### src/hdl/dfanc_pkg.sv
package dfanc_pkg;

  localparam logic [1:0] ACT_BYTE  = 2'd0;
  localparam logic [1:0] ACT_EMPTY = 2'd1;
  localparam logic [1:0] ACT_TRANS = 2'd2;
  localparam logic [1:0] ACT_CLASS = 2'd3;

  localparam int QUEUE_DEPTH = 4;

  typedef enum logic [1:0] {
    OP_BYTE,
    OP_EMPTY,
    OP_TRANS,
    OP_CLASS
  } op_e;

  typedef struct packed {
    op_e        op;
    logic [7:0] symbol;
    logic       last_byte;
    logic       sym_oob;
    logic [6:0] from_state;
    logic [6:0] to_state;
    logic       push_flag;
    logic       pop_flag;
  } item_t;

endpackage

### src/hdl/dfanc_queue.sv
module dfanc_queue (
  input  logic             clk_i,
  input  logic             rst_ni,
  input  logic             push_valid_i,
  input  dfanc_pkg::item_t push_item_i,
  output logic             push_ready_o,
  output logic             pop_valid_o,
  output dfanc_pkg::item_t pop_item_o,
  input  logic             pop_ready_i
);

  localparam int QW = $clog2(dfanc_pkg::QUEUE_DEPTH);

  dfanc_pkg::item_t mem_q [dfanc_pkg::QUEUE_DEPTH];
  logic [QW-1:0] wr_ptr_q, wr_ptr_d;
  logic [QW-1:0] rd_ptr_q, rd_ptr_d;
  logic [QW:0]   count_q, count_d;
  logic          push, pop;

  assign push_ready_o = (count_q < (QW+1)'(dfanc_pkg::QUEUE_DEPTH));
  assign pop_valid_o  = (count_q != '0);
  assign pop_item_o   = mem_q[rd_ptr_q];
  assign push         = push_valid_i && push_ready_o;
  assign pop          = pop_valid_o && pop_ready_i;

  always_comb begin
    wr_ptr_d = push ? QW'(wr_ptr_q + 1'b1) : wr_ptr_q;
    rd_ptr_d = pop ? QW'(rd_ptr_q + 1'b1) : rd_ptr_q;
    count_d  = count_q;
    if (push && !pop) begin
      count_d = count_q + 1'b1;
    end else if (pop && !push) begin
      count_d = count_q - 1'b1;
    end
  end

  always_ff @(posedge clk_i or negedge rst_ni) begin
    if (!rst_ni) begin
      wr_ptr_q <= '0;
      rd_ptr_q <= '0;
      count_q  <= '0;
    end else begin
      wr_ptr_q <= wr_ptr_d;
      rd_ptr_q <= rd_ptr_d;
      count_q  <= count_d;
    end
  end

  always_ff @(posedge clk_i) begin
    if (push) begin
      mem_q[wr_ptr_q] <= push_item_i;
    end
  end

endmodule

### config.mk
export PLATFORM = sky130hd
export DESIGN_NAME = dfanc_queue
export DESIGN_NICKNAME = d
export VERILOG_FILES = /design/src/hdl/dfanc_pkg.sv /design/src/hdl/dfanc_queue.sv
export SDC_FILE = /design/constraint.sdc
export NUM_CORES = 1
export LEC_CHECK = 0
export BUFFER_PORTS_ARGS = -buffer_cell sky130_fd_sc_hd__buf_2
export CAP_MARGIN = 20
export CORE_MARGIN = 2
export CORE_UTILIZATION = 51
export DETAILED_ROUTE_END_ITERATION = 10
export GPL_ROUTABILITY_DRIVEN = 0
export PLACE_DENSITY = 0.8
export SETUP_SLACK_MARGIN = 0.02
export SYNTH_ARGS = -nofsm -noshare
export SYNTH_HDL_FRONTEND = slang
export SYNTH_SLANG_ARGS = --single-unit
export TNS_END_PERCENT = 50
### constraint.sdc
create_clock -name clk_i -period 1.8 [get_ports clk_i]
set_input_delay 0.09 -clock clk_i [delete_from_list [all_inputs] [get_ports clk_i]]
set_output_delay 0.09 -clock clk_i [all_outputs]
set_load 0.01 [all_outputs]
-- Word level (Yosys, flattened, before mapping)
Memory sizes are Yosys's and may differ from the RTL's.
Cells that the tools add are included.
- reductions and logical operators: 8
- mux-type cells: 4
- $lt $le $gt $ge: 1
- add/sub/neg operators: 4
- operators by type and width (kind ; number):
    3-bit 2-to-1 mux ; 2
    2-bit by 1-bit adder with 2-bit output, second input constant ; 2
    1-bit logical AND ; 4
    3-bit by 1-bit adder with 3-bit output, second input constant ; 1
    3-bit < comparator, second input constant ; 1
    3-bit nonzero test ; 1
    3-bit by 1-bit subtractor with 3-bit output, second input constant ; 1
    1-bit zero test ; 2
    1-bit 2-to-1 mux ; 2
    2-bit nonzero test ; 1
- RAM bits: 112
- memories: 1
- input port bits: 32
- register bits after elaboration: 7
- memory list (memory ; words ; width ; read ports ; clocked after memory_dff ; write ports ; line ; RTL):
    mem_q ; 4 ; 28 ; 1 ; 0 ; 1 ; dfanc_queue.sv:14 ; dfanc_pkg::item_t mem_q [dfanc_pkg::QUEUE_DEPTH];

-- Depth between registers and ports, before layout
- depth after elaboration: 6
- mapped depth: 8
- gate-level depth less buffers: 8

-- Least setup slack after synthesis
OpenSTA, ideal clock, no wires.
- path kind: reg-to-reg
- start point: register count_q[0]
- end point: register count_q[2]
- data required time: 1720 ps
- stages on the path, launching flop included: 9
- slack: -156 ps
- buffers on the path: 0
- period minus slack after synthesis: 1956 ps
- arrival time: 1876 ps
- setup time: 80 ps
- path through: dfrtp_1 -> or3_4 -> nand2_1 -> ha_1 -> inv_1 -> fa_1 -> xor2_1 -> nor2_1 -> xnor2_1
- cells in the longest elaborated chain, start to end: 5
- elaborated cells on any way between the ends: 13
- those cells by class: 2 x add/sub; 1 x order compare; 2 x mux; 8 x reduce/logical
- ends and longest elaborated chain (what ; line ; RTL):
    start: declaration ; dfanc_queue.sv:17 ; logic [QW:0] count_q, count_d;
    start signal: assignment ; dfanc_queue.sv:45 ; count_q <= count_d;
    3-bit nonzero test * ; dfanc_queue.sv:21 ; assign pop_valid_o = (count_q != '0);
    net pop_valid_o ; dfanc_queue.sv:7 ; output logic pop_valid_o,
    1-bit logical AND * ; dfanc_queue.sv:24 ; assign pop = pop_valid_o && pop_ready_i;
    1-bit zero test ; dfanc_queue.sv:30 ; if (push && !pop) begin
    1-bit logical AND ; dfanc_queue.sv:30 ;
    3-bit 2-to-1 mux / 2-bit nonzero test (equally long branches) ; - ;
The timed path passes the listed nets; every way through them passes the cells marked *. The select of a mux whose other input is x is not followed.
A chain may end at the register's enable or synchronous reset.

==> metrics.txt <==
Reg2Reg Setup Slack=-20 ps; CTS tree=done; Synth Instances=182; fill count=around 490; Setup TNS=-3230 ps; Mapped Area=approximately 4400 µm²; CTS Root Cell=clkbuf_8; kind of critical path=reg2out; CTS H-tree depth=4; outcome=complete, but fails checks; Critical Path Most Common Cell=buf_12; DR vias=2334; worst-case clock skew=8.12 ps; CP Capture Type=output port; LEAKAGE=2.27 nW; synthesis-stage register bit count=119; largest area contributor in the netlist=edfxtp_1; max frequency=around 510 MHz; minimum clock period=1970 ps; most instantiated cells after synthesis=112 x edfxtp_1, 28 x mux4_2, 7 x dfrtp_1; hold depth=5; aggregate routed wire length=9.22 mm; Synth async-reset ratio=0.0588; sequential share of the synthesized area=0.795; RSZ-0062 raised after global routing=yes; Yosys top cell area share=0.756; reg2reg end=count_q[2]; CTS Buffer Depth=2; Critical Path Fanout Max=6; CP cell instances=buf_12 -> buf_12 -> mux4_2 -> buf_6; Clock transition at path regs=60 ps; Remaining DRCs=0; pre-CTS setup slack=-89.3 ps; Max-slew headroom=0.759; post-layout util=0.728; number of vias per cell=~5.4; area delta synth->final=40.7%; GRT Overall Usage=0.187; synth warn=0; First DRT Iteration DRCs=141; row count=34; # setup viols final=29; I/O pin count=62; Final Cycle Share=1.09; Startpoint Class=flip-flop; largest net degree at the start of global routing=19; VDD IR-drop max=0.000958 V; clk_lat worst skew=510 ps; die area=about 9500 µm²; failing checks=setup timing; Hold Path End=wr_ptr_q[1]; DRT Pass-1 Iters=5; WL per Instance=21.3 µm; PnR worst setup slack=-170 ps; initial antenna violation count=0; Final nets=350; number of global-route vias before repair=2494; Final Hold Viols=0; gr ovfl total=0; share of cells above drive strength 1=0.477; pwr dens=1670 nW/µm²; Reg-to-Reg Start=count_q[1]; Routed Antenna Nets=0; crit path DAT=roughly 1900 ps; TritonCTS buffer count=17; Starting Density=0.518; Slew Limit Fails=0; worst hold path class=in2reg; distinct cell type count after synthesis=20; chip height=97.4 µm; Avg Inst Size Synth=24.4 µm²; Port-buffer cells=just over 60; Max Cap Viol=0; Syn Nets=220; slowest stage cell, crit path=mux4_2; Final HPWL DP=between 4 and 5 mm; Die X=97.4 µm; top_reg_cell synth=edfxtp_1; CTS sink count=119; critical path required time=1710 ps; wire length of the first global-routing pass=12.8 mm; number of synthesized flops with an enable pin=~110; most common cell in the netlist=edfxtp_1; synth top area cells=edfxtp_1 76%, mux4_2 14%, dfrtp_1 3.9%, ha_1 1.4%, xnor2_1 0.98%; Worst Hold Launch=push_valid_i; Reg2Reg Depth=8; core footprint=8590 µm²; Worst-Margin Slew=360 ps; n_diodes=0; CP peak stage delay=560 ps
-- worst max-delay path, delay by kind of cell (launching register included) --
kind,cells,cell delay (ps)
mux,1,560
flops,1,370
buf+inv,3,430
-- state kept, by name, summed over array words and instances (netlist names) --
signal	count
mem_q	112
wr_ptr_q	2
count_q	3
rd_ptr_q	2
-- metrics by stage --
step,cell area (µm²),hold slack (ps),power [mW],std cells
final,6260,170,10.5,433
after CTS,6050,136,9.91,427
after floorplan,4470,-206,5.34,182
after global placement,5100,-72.4,6.27,364
after detailed placement,5100,-67.0,6.34,364
after global routing,6260,175,10.9,433
-- layer usage --
| layer | wire [µm] | vias to the layer above | part of all wire | track usage |
|---|---|---|---|---|
| li1 | - | 1024 | - | - |
| met1 | 3620 | 1216 | 0.39 | 0.226 |
| met2 | 4990 | 80 | 0.54 | 0.312 |
| met3 | 446 | 14 | 0.048 | 0.0691 |
| met4 | 165 | 0 | 0.018 | 0.0652 |
| met5 | 0 | - | 0 | 0 |
-- cell usage in the layout, fill, tap and decap left out --
| cell type | Yosys | final |
|---|---|---|
| nor2_1 | 1 | 1 |
| buf_2 | 2 | 41 |
| clkinv_2 | 0 | 1 |
| buf_4 | 1 | 13 |
| dfrtp_2 | 0 | 1 |
| bufinv_16 | 0 | 3 |
| ha_1 | 5 | 4 |
| clkbuf_1 | 1 | 1 |
| xor2_1 | 1 | 1 |
| nand2_1 | 2 | 1 |
| clkbuf_16 | 0 | 19 |
| nand2_4 | 0 | 1 |
| ha_4 | 0 | 1 |
| clkinv_4 | 0 | 3 |
| or3_4 | 1 | 1 |
| clkbuf_8 | 0 | 1 |
| fa_2 | 0 | 1 |
| buf_12 | 0 | 9 |
| dlygate4sd3_1 | 0 | 31 |
| edfxtp_1 | 112 | 112 |
| inv_1 | 4 | 4 |
| mux2_2 | 1 | 1 |
| o21ai_0 | 1 | 1 |
| buf_8 | 0 | 1 |
| inv_6 | 0 | 3 |
| mux4_2 | 28 | 28 |
| nand3_1 | 1 | 1 |
| xnor2_1 | 5 | 5 |
| clkinv_1 | 0 | 1 |
| nor2b_1 | 1 | 1 |
| clkinvlp_4 | 0 | 3 |
| dfrtp_1 | 7 | 6 |
| and2_2 | 0 | 4 |
| buf_6 | 3 | 20 |
-- power breakdown --
part,leakage (nW),switching [mW],internal (mW)
registers,1.10,0.137,3.50
logic,0.887,1.52,1.98
clock network,0.280,1.22,2.12
-- how the worst max path moves through the flow --
stage / start / endpoint / slack (ps) / depth (start not counted)
4_1_cts: rd_ptr_q[0] / pop_item_o[16] / -150 / 3
3_3_place_gp: count_q[2] / count_q[2] / -30 / 8
6_report: rd_ptr_q[0] / pop_item_o[24] / -170 / 4
3_5_place_dp: count_q[2] / count_q[2] / -90 / 8
2_1_floorplan: count_q[2] / mem_q[3][0] / -90 / 3
5_1_grt: rd_ptr_q[0] / pop_item_o[24] / -210 / 4
-- cell type report --
| type | count | area, µm² | share of cell area |
|---|---|---|---|
| Clock buffer | 18 | 418 | 0.0668 |
| Multi-Input combinational cell | 52 | 868 | 0.139 |
| Timing Repair Buffer | 118 | 1110 | 0.177 |
| Sequential cell | 119 | 3540 | 0.566 |
| Tap cell | 108 | 135 | 0.0216 |
| Clock inverter | 14 | 174 | 0.0278 |
| Inverter | 4 | 15.0 | 0.00240 |
-- kinds of logic after synthesis --
family / count (synthesis) / share of synthesized area
compound gates: 1 / 0.00112
xor+xnor: 6 / 0.0118
fa+ha+maj: 6 / 0.0186
buf+inv: 11 / 0.0157
flops: 119 / 0.795
mux: 29 / 0.144
simple gates: 10 / 0.0132
-- what timing repair did --
item	4_1_cts	5_1_grt
gates resized for setup	10	15
cloned	0	4
endpoints found under the setup margin	30	30
hold buffers	31	0
hold endpoints to repair	121	0
buffers inserted	0	2
pin swaps	2	0
Power figures use the tool's default switching activity.
