$ cat src/hdl/dfanc_pkg.sv
package dfanc_pkg;

  localparam logic [1:0] ACT_BYTE  = 2'd0;
  localparam logic [1:0] ACT_EMPTY = 2'd1;
  localparam logic [1:0] ACT_TRANS = 2'd2;
  localparam logic [1:0] ACT_CLASS = 2'd3;

  localparam int QUEUE_DEPTH = 4;

  typedef enum logic [1:0] {
    OP_BYTE,
    OP_EMPTY,
    OP_TRANS,
    OP_CLASS
  } op_e;

  typedef struct packed {
    op_e        op;
    logic [7:0] symbol;
    logic       last_byte;
    logic       sym_oob;
    logic [6:0] from_state;
    logic [6:0] to_state;
    logic       push_flag;
    logic       pop_flag;
  } item_t;

endpackage

$ cat src/hdl/dfanc_if.sv
interface dfanc_in_if;
  logic       valid;
  logic       ready;
  logic [1:0] action;
  logic [7:0] symbol;
  logic       last_byte;
  logic [6:0] from_state;
  logic [6:0] to_state;
  logic       push_flag;
  logic       pop_flag;

  modport source (
    output valid, action, symbol, last_byte, from_state, to_state, push_flag, pop_flag,
    input  ready
  );
  modport sink (
    input  valid, action, symbol, last_byte, from_state, to_state, push_flag, pop_flag,
    output ready
  );
endinterface


$ cat src/hdl/dfanc_front.sv
module dfanc_front #(
  parameter int NUM_STATES = 64,
  parameter int ALPHABET   = 256
) (
  dfanc_in_if.sink              in_i,
  input  logic                  init_done_i,
  input  logic                  push_ready_i,
  output logic                  push_valid_o,
  output dfanc_pkg::item_t      push_item_o
);

  logic sym_oob;
  logic keep;

  assign sym_oob = ({1'b0, in_i.symbol} >= 9'(ALPHABET));

  always_comb begin
    push_item_o.symbol     = in_i.symbol;
    push_item_o.last_byte  = in_i.last_byte;
    push_item_o.sym_oob    = sym_oob;
    push_item_o.from_state = in_i.from_state;
    push_item_o.to_state   = in_i.to_state;
    push_item_o.push_flag  = in_i.push_flag;
    push_item_o.pop_flag   = in_i.pop_flag;
    push_item_o.op         = dfanc_pkg::OP_BYTE;
    keep                   = 1'b1;
    case (in_i.action)
      dfanc_pkg::ACT_BYTE: begin
        push_item_o.op = dfanc_pkg::OP_BYTE;
      end
      dfanc_pkg::ACT_EMPTY: begin
        push_item_o.op = dfanc_pkg::OP_EMPTY;
      end
      dfanc_pkg::ACT_TRANS: begin
        push_item_o.op = dfanc_pkg::OP_TRANS;
        keep = (in_i.from_state != 7'd0) && (in_i.from_state <= 7'(NUM_STATES)) &&
               (in_i.to_state <= 7'(NUM_STATES)) && !sym_oob;
      end
      default: begin
        push_item_o.op = dfanc_pkg::OP_CLASS;
        keep = !sym_oob;
      end
    endcase
  end

  assign in_i.ready   = init_done_i && push_ready_i;
  assign push_valid_o = in_i.valid && in_i.ready && keep;

endmodule

$ cat src/flat_wrapper.sv
// flat-port wrapper written by rule: the top's interface ports become plain ports
module dfanc_front_flat 
#(
  parameter int NUM_STATES = 64,
  parameter int ALPHABET   = 256
)
  (init_done_i, push_ready_i, push_valid_o, push_item_o, in_i_valid, in_i_action, in_i_symbol, in_i_last_byte, in_i_from_state, in_i_to_state, in_i_push_flag, in_i_pop_flag, in_i_ready);
  dfanc_in_if in_i_i ();
  input  logic init_done_i;
  input  logic push_ready_i;
  output logic push_valid_o;
  output dfanc_pkg::item_t push_item_o;
  input wire logic [$bits(in_i_i.valid)-1:0] in_i_valid;
  input wire logic [$bits(in_i_i.action)-1:0] in_i_action;
  input wire logic [$bits(in_i_i.symbol)-1:0] in_i_symbol;
  input wire logic [$bits(in_i_i.last_byte)-1:0] in_i_last_byte;
  input wire logic [$bits(in_i_i.from_state)-1:0] in_i_from_state;
  input wire logic [$bits(in_i_i.to_state)-1:0] in_i_to_state;
  input wire logic [$bits(in_i_i.push_flag)-1:0] in_i_push_flag;
  input wire logic [$bits(in_i_i.pop_flag)-1:0] in_i_pop_flag;
  output wire logic [$bits(in_i_i.ready)-1:0] in_i_ready;
  assign in_i_i.valid = in_i_valid;
  assign in_i_i.action = in_i_action;
  assign in_i_i.symbol = in_i_symbol;
  assign in_i_i.last_byte = in_i_last_byte;
  assign in_i_i.from_state = in_i_from_state;
  assign in_i_i.to_state = in_i_to_state;
  assign in_i_i.push_flag = in_i_push_flag;
  assign in_i_i.pop_flag = in_i_pop_flag;
  assign in_i_ready = in_i_i.ready;
  dfanc_front #(.NUM_STATES(NUM_STATES), .ALPHABET(ALPHABET)) u_core (.in_i(in_i_i), .init_done_i(init_done_i), .push_ready_i(push_ready_i), .push_valid_o(push_valid_o), .push_item_o(push_item_o));
endmodule
$ cat config.mk
export PLATFORM = sky130hd
export DESIGN_NAME = dfanc_front_flat
export DESIGN_NICKNAME = d
export VERILOG_FILES = /design/src/hdl/dfanc_pkg.sv /design/src/hdl/dfanc_if.sv /design/src/hdl/dfanc_front.sv /design/src/flat_wrapper.sv
export SDC_FILE = /design/constraint.sdc
export NUM_CORES = 1
export LEC_CHECK = 0
export BUFFER_PORTS_ARGS = -buffer_cell sky130_fd_sc_hd__buf_4
export CAP_MARGIN = 20
export CORE_AREA = 2 2 39 41
export DETAILED_ROUTE_END_ITERATION = 7
export DIE_AREA = 0 0 41 43
export GPL_TIMING_DRIVEN = 1
export PLACE_DENSITY = 0.76
export SETUP_SLACK_MARGIN = 0.4
export SYNTH_ARGS = -nofsm -noshare
export SYNTH_HDL_FRONTEND = slang
export SYNTH_SLANG_ARGS = --single-unit
$ cat constraint.sdc
create_clock -name vclk -period 0.9
set_input_delay 0.045 -clock vclk [all_inputs]
set_output_delay 0.045 -clock vclk [all_outputs]
set_load 0.01 [all_outputs]
## After elaboration in Yosys (flattened, before gate mapping)

Index checks and enable logic that the tools add are counted.

- $lt $le $gt $ge: 2
- Equality and inequality tests: 2
- Mux-type cells: 2
- Reduce and logical (&&, ||, !) cells: 7

Operators by type and width:

| cell | count |
|---|---|
| less-or-equal comparator 7 bit (second input constant) | 2 |
| nonzero test 7 bit | 1 |
| one-hot mux 2 bit (3 select lines) | 1 |
| logical AND 1 bit | 5 |
| == test 2 x 1 -> 1 bit (second input constant) | 1 |
| == test 2 bit (second input constant) | 1 |
| logical NOT 2 bit | 1 |
| two-way mux 1 bit | 1 |

- Flip-flop bits (word level): 0
- Input port bits: 30
- Output and inout port bits: 30
- Word-level logic and storage cells: 13

## Depth between registers and ports, before layout

Gate-level depths: netlist (run 1).

- Depth in word-level cells: 5
- Depth in mapped cells: 3
- Mapped depth without buffers: 3

## Worst setup path after synthesis (run 1)

Ideal clock, no wire load.

- Kind: input-to-output
- Start point: input port in_i_from_state[2]
- End point: output port push_valid_o
- Arrival time: 643 ps
- Required time: 855 ps
- Slack: 212 ps
- Stages: 3
- Path buffers: 0
- Path through: nor4_4 -> nand2_1 -> a211oi_2

- Longest elaborated chain between the ends: 5
- Elaborated cells between the ends (all ways): 6
- Those cells by class: 1 x order compare; 1 x mux; 4 x reduce/logical

RTL lines:

| item | RTL line | text |
|---|---|---|
| from (decl) | flat_wrapper.sv:17 | `input wire logic [$bits(in_i_i.from_state)-1:0] in_i_from_state;` |
| less-or-equal comparator 7 bit or nonzero test 7 bit (tied branches) | dfanc_front.sv:36 | `keep = (in_i.from_state != 7'd0) && (in_i.from_state <= 7'(NUM_STATES)) &&` |
| logical AND 1 bit (*) (2 in series) | dfanc_front.sv:36 |  |
| two-way mux 1 bit (*) | dfanc_front.sv:27 | `case (in_i.action)` |
| logical AND 1 bit (*) | dfanc_front.sv:47 | `assign push_valid_o = in_i.valid && in_i.ready && keep;` |
| to (decl) | flat_wrapper.sv:11 | `output logic push_valid_o;` |

Mark *: on every way between the ends. The rest lies on a longest branch, timed or not.

## Worst setup path in the final report (run 1)

Same ends and word-level chain as after synthesis.

==> results of run 1 <==
-- cell usage after synthesis, drive strengths merged --
library cell / n
a211oi: 1
a21oi: 1
a31o: 1
and2: 1
and3b: 1
buf: 26
clkbuf: 2
conb: 1
nand2: 1
nand3: 1
nand3b: 1
nor2: 2
nor3b: 1
nor4: 2
-- cells by family after synthesis --
logic type / after synthesis / share of synthesized area
other cells: 1 / 0.0122
buf+inv: 28 / 0.661
simple gates: 10 / 0.241
compound gates: 3 / 0.0857
-- routing by layer --
metal / part of all wire / track usage / vias to the layer above
met2: 0.54 / 0.131 / 17
met3: 0.17 / 0.0105 / 0
met4: 0 / 0 / 0
met1: 0.30 / 0.0728 / 110
met5: 0 / 0 / -
li1: - / - / 129
-- worst paths after layout --
kind	to	slack, ns	start	cells past startpoint
max	push_valid_o	0.002	in_i_from_state[2]	5
min	push_item_o[21]	0.09	in_i_symbol[3]	0
-- cell type report --
type | count | area (sq um) | area share
multi-input combinational | 14 | 110 | 0.260
timing repair buffer | 38 | 293 | 0.692
tap | 16 | 20.0 | 0.0473
-- power by group --
part	internal (mW)	leakage, nW	switching (mW)
clock network	0	0	0
registers	0	0	0
logic	0.119	0.217	0.0748
-- what timing repair did --
item	CTS	global route
hold buffers	0	0
endpoints found under the setup margin	1	1
cloned	0	0
resized for setup	3	0
-- per-stage QoR --
step / cell area, sq um / cells / setup WS [ns] / hold WS [ns]
2_1_floorplan: 307 / 42 / 0.212 / 0.182
3_3_place_gp: 409 / 68 / -0.0194 / 0.0901
3_5_place_dp: 409 / 68 / -0.0205 / 0.0901
4_1_cts: 423 / 68 / -0.00124 / 0.0901
5_1_grt: 423 / 68 / -0.0505 / 0.0900
6_report: 423 / 68 / 0.00239 / 0.0900
==> results.json, run 1 <==
{
  "crit_family": "simple AND/OR/NAND/NOR gates",
  "seq_cells": 0,
  "fin_setup_tns_ns": 0,
  "initial_utilization": 0.222,
  "nFillCells": 163,
  "die_width_um": 41,
  "post-dp-hpwl_um": 610,
  "ys_top_cells_by_area": "buf_4 64%, nor4_4 6.9%, a211oi_2 4.1%",
  "slew_viol_final": 0,
  "grt_usage": 0.0669,
  "worstSetupEndpointType": "output port",
  "final_net_count": 84,
  "rsz0062_at_grt": "true",
  "mostFrequentLayoutCell": "buf_4",
  "setup_viol": 0,
  "finalWirelength_um": 665,
  "seq_area_sq_um": 0,
  "period_share": 0.997,
  "syn-instance-count": 42,
  "start_kind": "input port",
  "post_cts_buffers": 0,
  "power_uw": 194,
  "grt_pass1_wl_um": 897,
  "drtIter0Drc": 0,
  "critPathBufInv": 2,
  "drc": 0,
  "p_leak_nw": 0.217,
  "clockBufferCount": 0,
  "port_buffers": 37,
  "min_path_type": "input port to output port",
  "cp_slowest_cell": "nor4_4",
  "layout_common_cells": "36 x buf_4, 2 x nor2_1, 2 x buf_6",
  "pin_count": 60,
  "cp.required_ns": 0.85,
  "gp_congestion": 0.531,
  "synth.distinct_cells": 15,
  "antenna_cells": 0,
  "synth_top_area_frac": 0.637,
  "finalCriticalPeriod_ns": 0.898,
  "finalHoldViolCount": 0,
  "synth.largest_area_cell": "buf_4",
  "ant_nets": 0,
  "vias": 256,
  "crit_path_max_fanout": 2,
  "grt_max_degree": 5,
  "antenna_found_initial": 0,
  "utilization": 0.306,
  "routedWlPerCell_um": 9.78,
  "netlist_area_sq_um": 307,
  "powerDensity_mw_per_mm2": 459,
  "drive_gt1_frac": 0.788,
  "drv_cap": 0,
  "areaGrowthSynthToFinish_pct": 38.0,
  "syn_nets": 72,
  "critical_path_class": "input port to output port",
  "rows": 14,
  "synth.avg_cell_area_sq_um": 7.30,
  "firstDrtPassIters": 1,
  "ir_worst_vdd_uv": 112,
  "ys_warn_count": 0,
  "die_y_um": 43,
  "worstPathCellList": "buf_6 -> nor4_4 -> nand2_1 -> a211oi_2 -> buf_4",
  "vias_per_cell": 3.76,
  "grt.overflow.total": 0,
  "arrival_ns": 0.85,
  "core_sq_mm": 0.00138,
  "dieArea_sq_mm": 0.00176,
  "status": "finished, final reports clean",
  "first_global_vias": 229,
  "max_freq_ghz": 1.11,
  "slowest_delay_ns": 0.27,
  "synth-seq-area-share": 0
}
Power figures use the tool's default switching activity.
==> run 2, diff against run 1 <==
--- a/config.mk
+++ b/config.mk
@@ -7,11 +7,13 @@
 export LEC_CHECK = 0
 export BUFFER_PORTS_ARGS = -buffer_cell sky130_fd_sc_hd__buf_4
 export CAP_MARGIN = 20
-export CORE_AREA = 2 2 39 41
+export CELL_PAD_IN_SITES_DETAIL_PLACEMENT = 1
+export CELL_PAD_IN_SITES_GLOBAL_PLACEMENT = 1
+export CORE_MARGIN = 2
+export CORE_UTILIZATION = 15
 export DETAILED_ROUTE_END_ITERATION = 7
-export DIE_AREA = 0 0 41 43
 export GPL_TIMING_DRIVEN = 1
-export PLACE_DENSITY = 0.76
+export PLACE_DENSITY = 0.88
 export SETUP_SLACK_MARGIN = 0.4
 export SYNTH_ARGS = -nofsm -noshare
 export SYNTH_HDL_FRONTEND = slang
==> run 2 against run 1 <==
  * Cell count grew 16%
  * First-iteration DRC count increased by 1
  * Maximum frequency increased by 1.0%
  * Hold slack about the same
  * Die area grew 37%
  * Critical path depth did not move
  * Global-route usage is 1.1 points lower
  * Non-clock buffer count is the same
  * Via count up 3.9%
==> results.json, run 2 (same netlist as run 1, synthesis figures left out) <==
{
  "initial_utilization": 0.158,
  "setup_viol": 0,
  "power_uw": 200,
  "power_frac_comb": 1.000,
  "slew_viol_final": 0,
  "drive_gt1_frac": 0.808,
  "seqPwrFrac": 0,
  "first_global_vias": 246,
  "core_sq_mm": 0.00194,
  "met1_usage": 0.0495,
  "powerDensity_mw_per_mm2": 451,
  "placed_area_sq_um": 423,
  "rsz0062_at_grt": "true",
  "antenna_found_initial": 0,
  "nFillCells": 248,
  "die_width_um": 49.2,
  "layout_common_cells": "36 x buf_4, 2 x nor2_1",
  "grt.overflow.total": 0,
  "netSwitchingFraction": 0.385,
  "dp.cells": 79,
  "period_share": 0.987,
  "instances_no_fill": 79,
  "die_y_um": 49.2,
  "antenna_cells": 0,
  "dp_slack_ns": -0.0283,
  "drv_cap": 0,
  "mostFrequentLayoutCell": "buf_4",
  "status": "finished, final reports clean",
  "grtUsageMet2": 0.131,
  "crit_path_max_fanout": 2,
  "port_buffers": 37,
  "ant_nets": 0,
  "finalWirelength_um": 779,
  "routedWlPerCell_um": 9.86,
  "seq_area_sq_um": 0,
  "critical_path_class": "input port to output port",
  "worstSetupEndpointType": "output port",
  "vias_per_cell": 3.37,
  "multi_input_area_sq_um": 113,
  "min_from": "in_i_symbol[5]",
  "post_cts_buffers": 0,
  "post-dp-hpwl_um": 734,
  "vias": 266,
  "seq_cells": 0,
  "p_leak_nw": 0.220,
  "cp.required_ns": 0.85,
  "firstDrtPassIters": 2,
  "final_net_count": 84,
  "max_freq_ghz": 1.13,
  "finalWorstSetupSlack_ns": 0.0114,
  "rows": 16,
  "grt_usage": 0.0561,
  "holdPathStages": 0,
  "grt_max_degree": 5,
  "drtIter0Drc": 1,
  "fin_setup_tns_ns": 0,
  "clockBufferCount": 0,
  "ir_worst_vdd_uv": 107,
  "arrival_ns": 0.84,
  "pin_count": 60,
  "finalHoldViolCount": 0,
  "start_kind": "input port",
  "drc": 0,
  "fin_area_sq_um": 443,
  "cts.repair.resized": 2,
  "use_met3": 0.00920,
  "worstHoldEndpoint": "push_item_o[23]",
  "holdWs_ns": 0.0900,
  "p_clk_frac": 0,
  "postCtsHoldBufs": 0,
  "power_switching_uw": 76.9,
  "grt_busiest_layer": "met2",
  "utilization": 0.228,
  "p_int_uw": 123,
  "grt_pass1_wl_mm": 1.12,
  "finalCriticalPeriod_ns": 0.889,
  "gp_congestion": 0.571,
  "dieArea_sq_mm": 0.00242,
  "min_path_type": "input port to output port",
  "areaGrowthSynthToFinish_pct": 44.5
}
-- run 2: changes by cell type in the layout (fill, tap and decap cells not counted) --
cell    delta
and2_1     -1
and2_4     +1
buf_6      -1
buf_8      +1
-- run 2: how the worst max path moves through the flow --
stage	slack (ns)	cells after the start	to	startpoint
finish	0.01	5	push_valid_o	in_i_from_state[2]
global route	-0.06	5	push_valid_o	in_i_from_state[2]
CTS	-0.002	5	push_valid_o	in_i_from_state[2]
detailed placement	-0.03	5	push_valid_o	in_i_from_state[2]
global placement	-0.03	5	push_valid_o	in_i_to_state[0]
floorplan	0.21	3	push_valid_o	in_i_from_state[2]
-- run 2: power by group through the flow --
stage          combinational, mW  sequential, mW  clock (mW)
2_1_floorplan              0.146               0           0
3_3_place_gp               0.188               0           0
3_5_place_dp               0.194               0           0
4_1_cts                    0.197               0           0
5_1_grt                    0.214               0           0
6_report                   0.200               0           0
-- run 2: worst max-delay path, cell delays in order --
cell,delay (ns)
buf_8,0.10
nor4_4,0.28
nand2_1,0.10
a211oi_2,0.18
buf_4,0.15
-- run 2: cell type report --
| type | instances | share of cell area |
|---|---|---|
| timing repair buffer | 38 | 0.669 |
| tap | 27 | 0.0763 |
| multi-input combinational | 14 | 0.254 |
-- run 2: layer usage --
layer,share of wire,up-vias
met4,0,0
met1,0.27,120
met3,0.078,0
met5,0,-
li1,-,129
met2,0.65,17
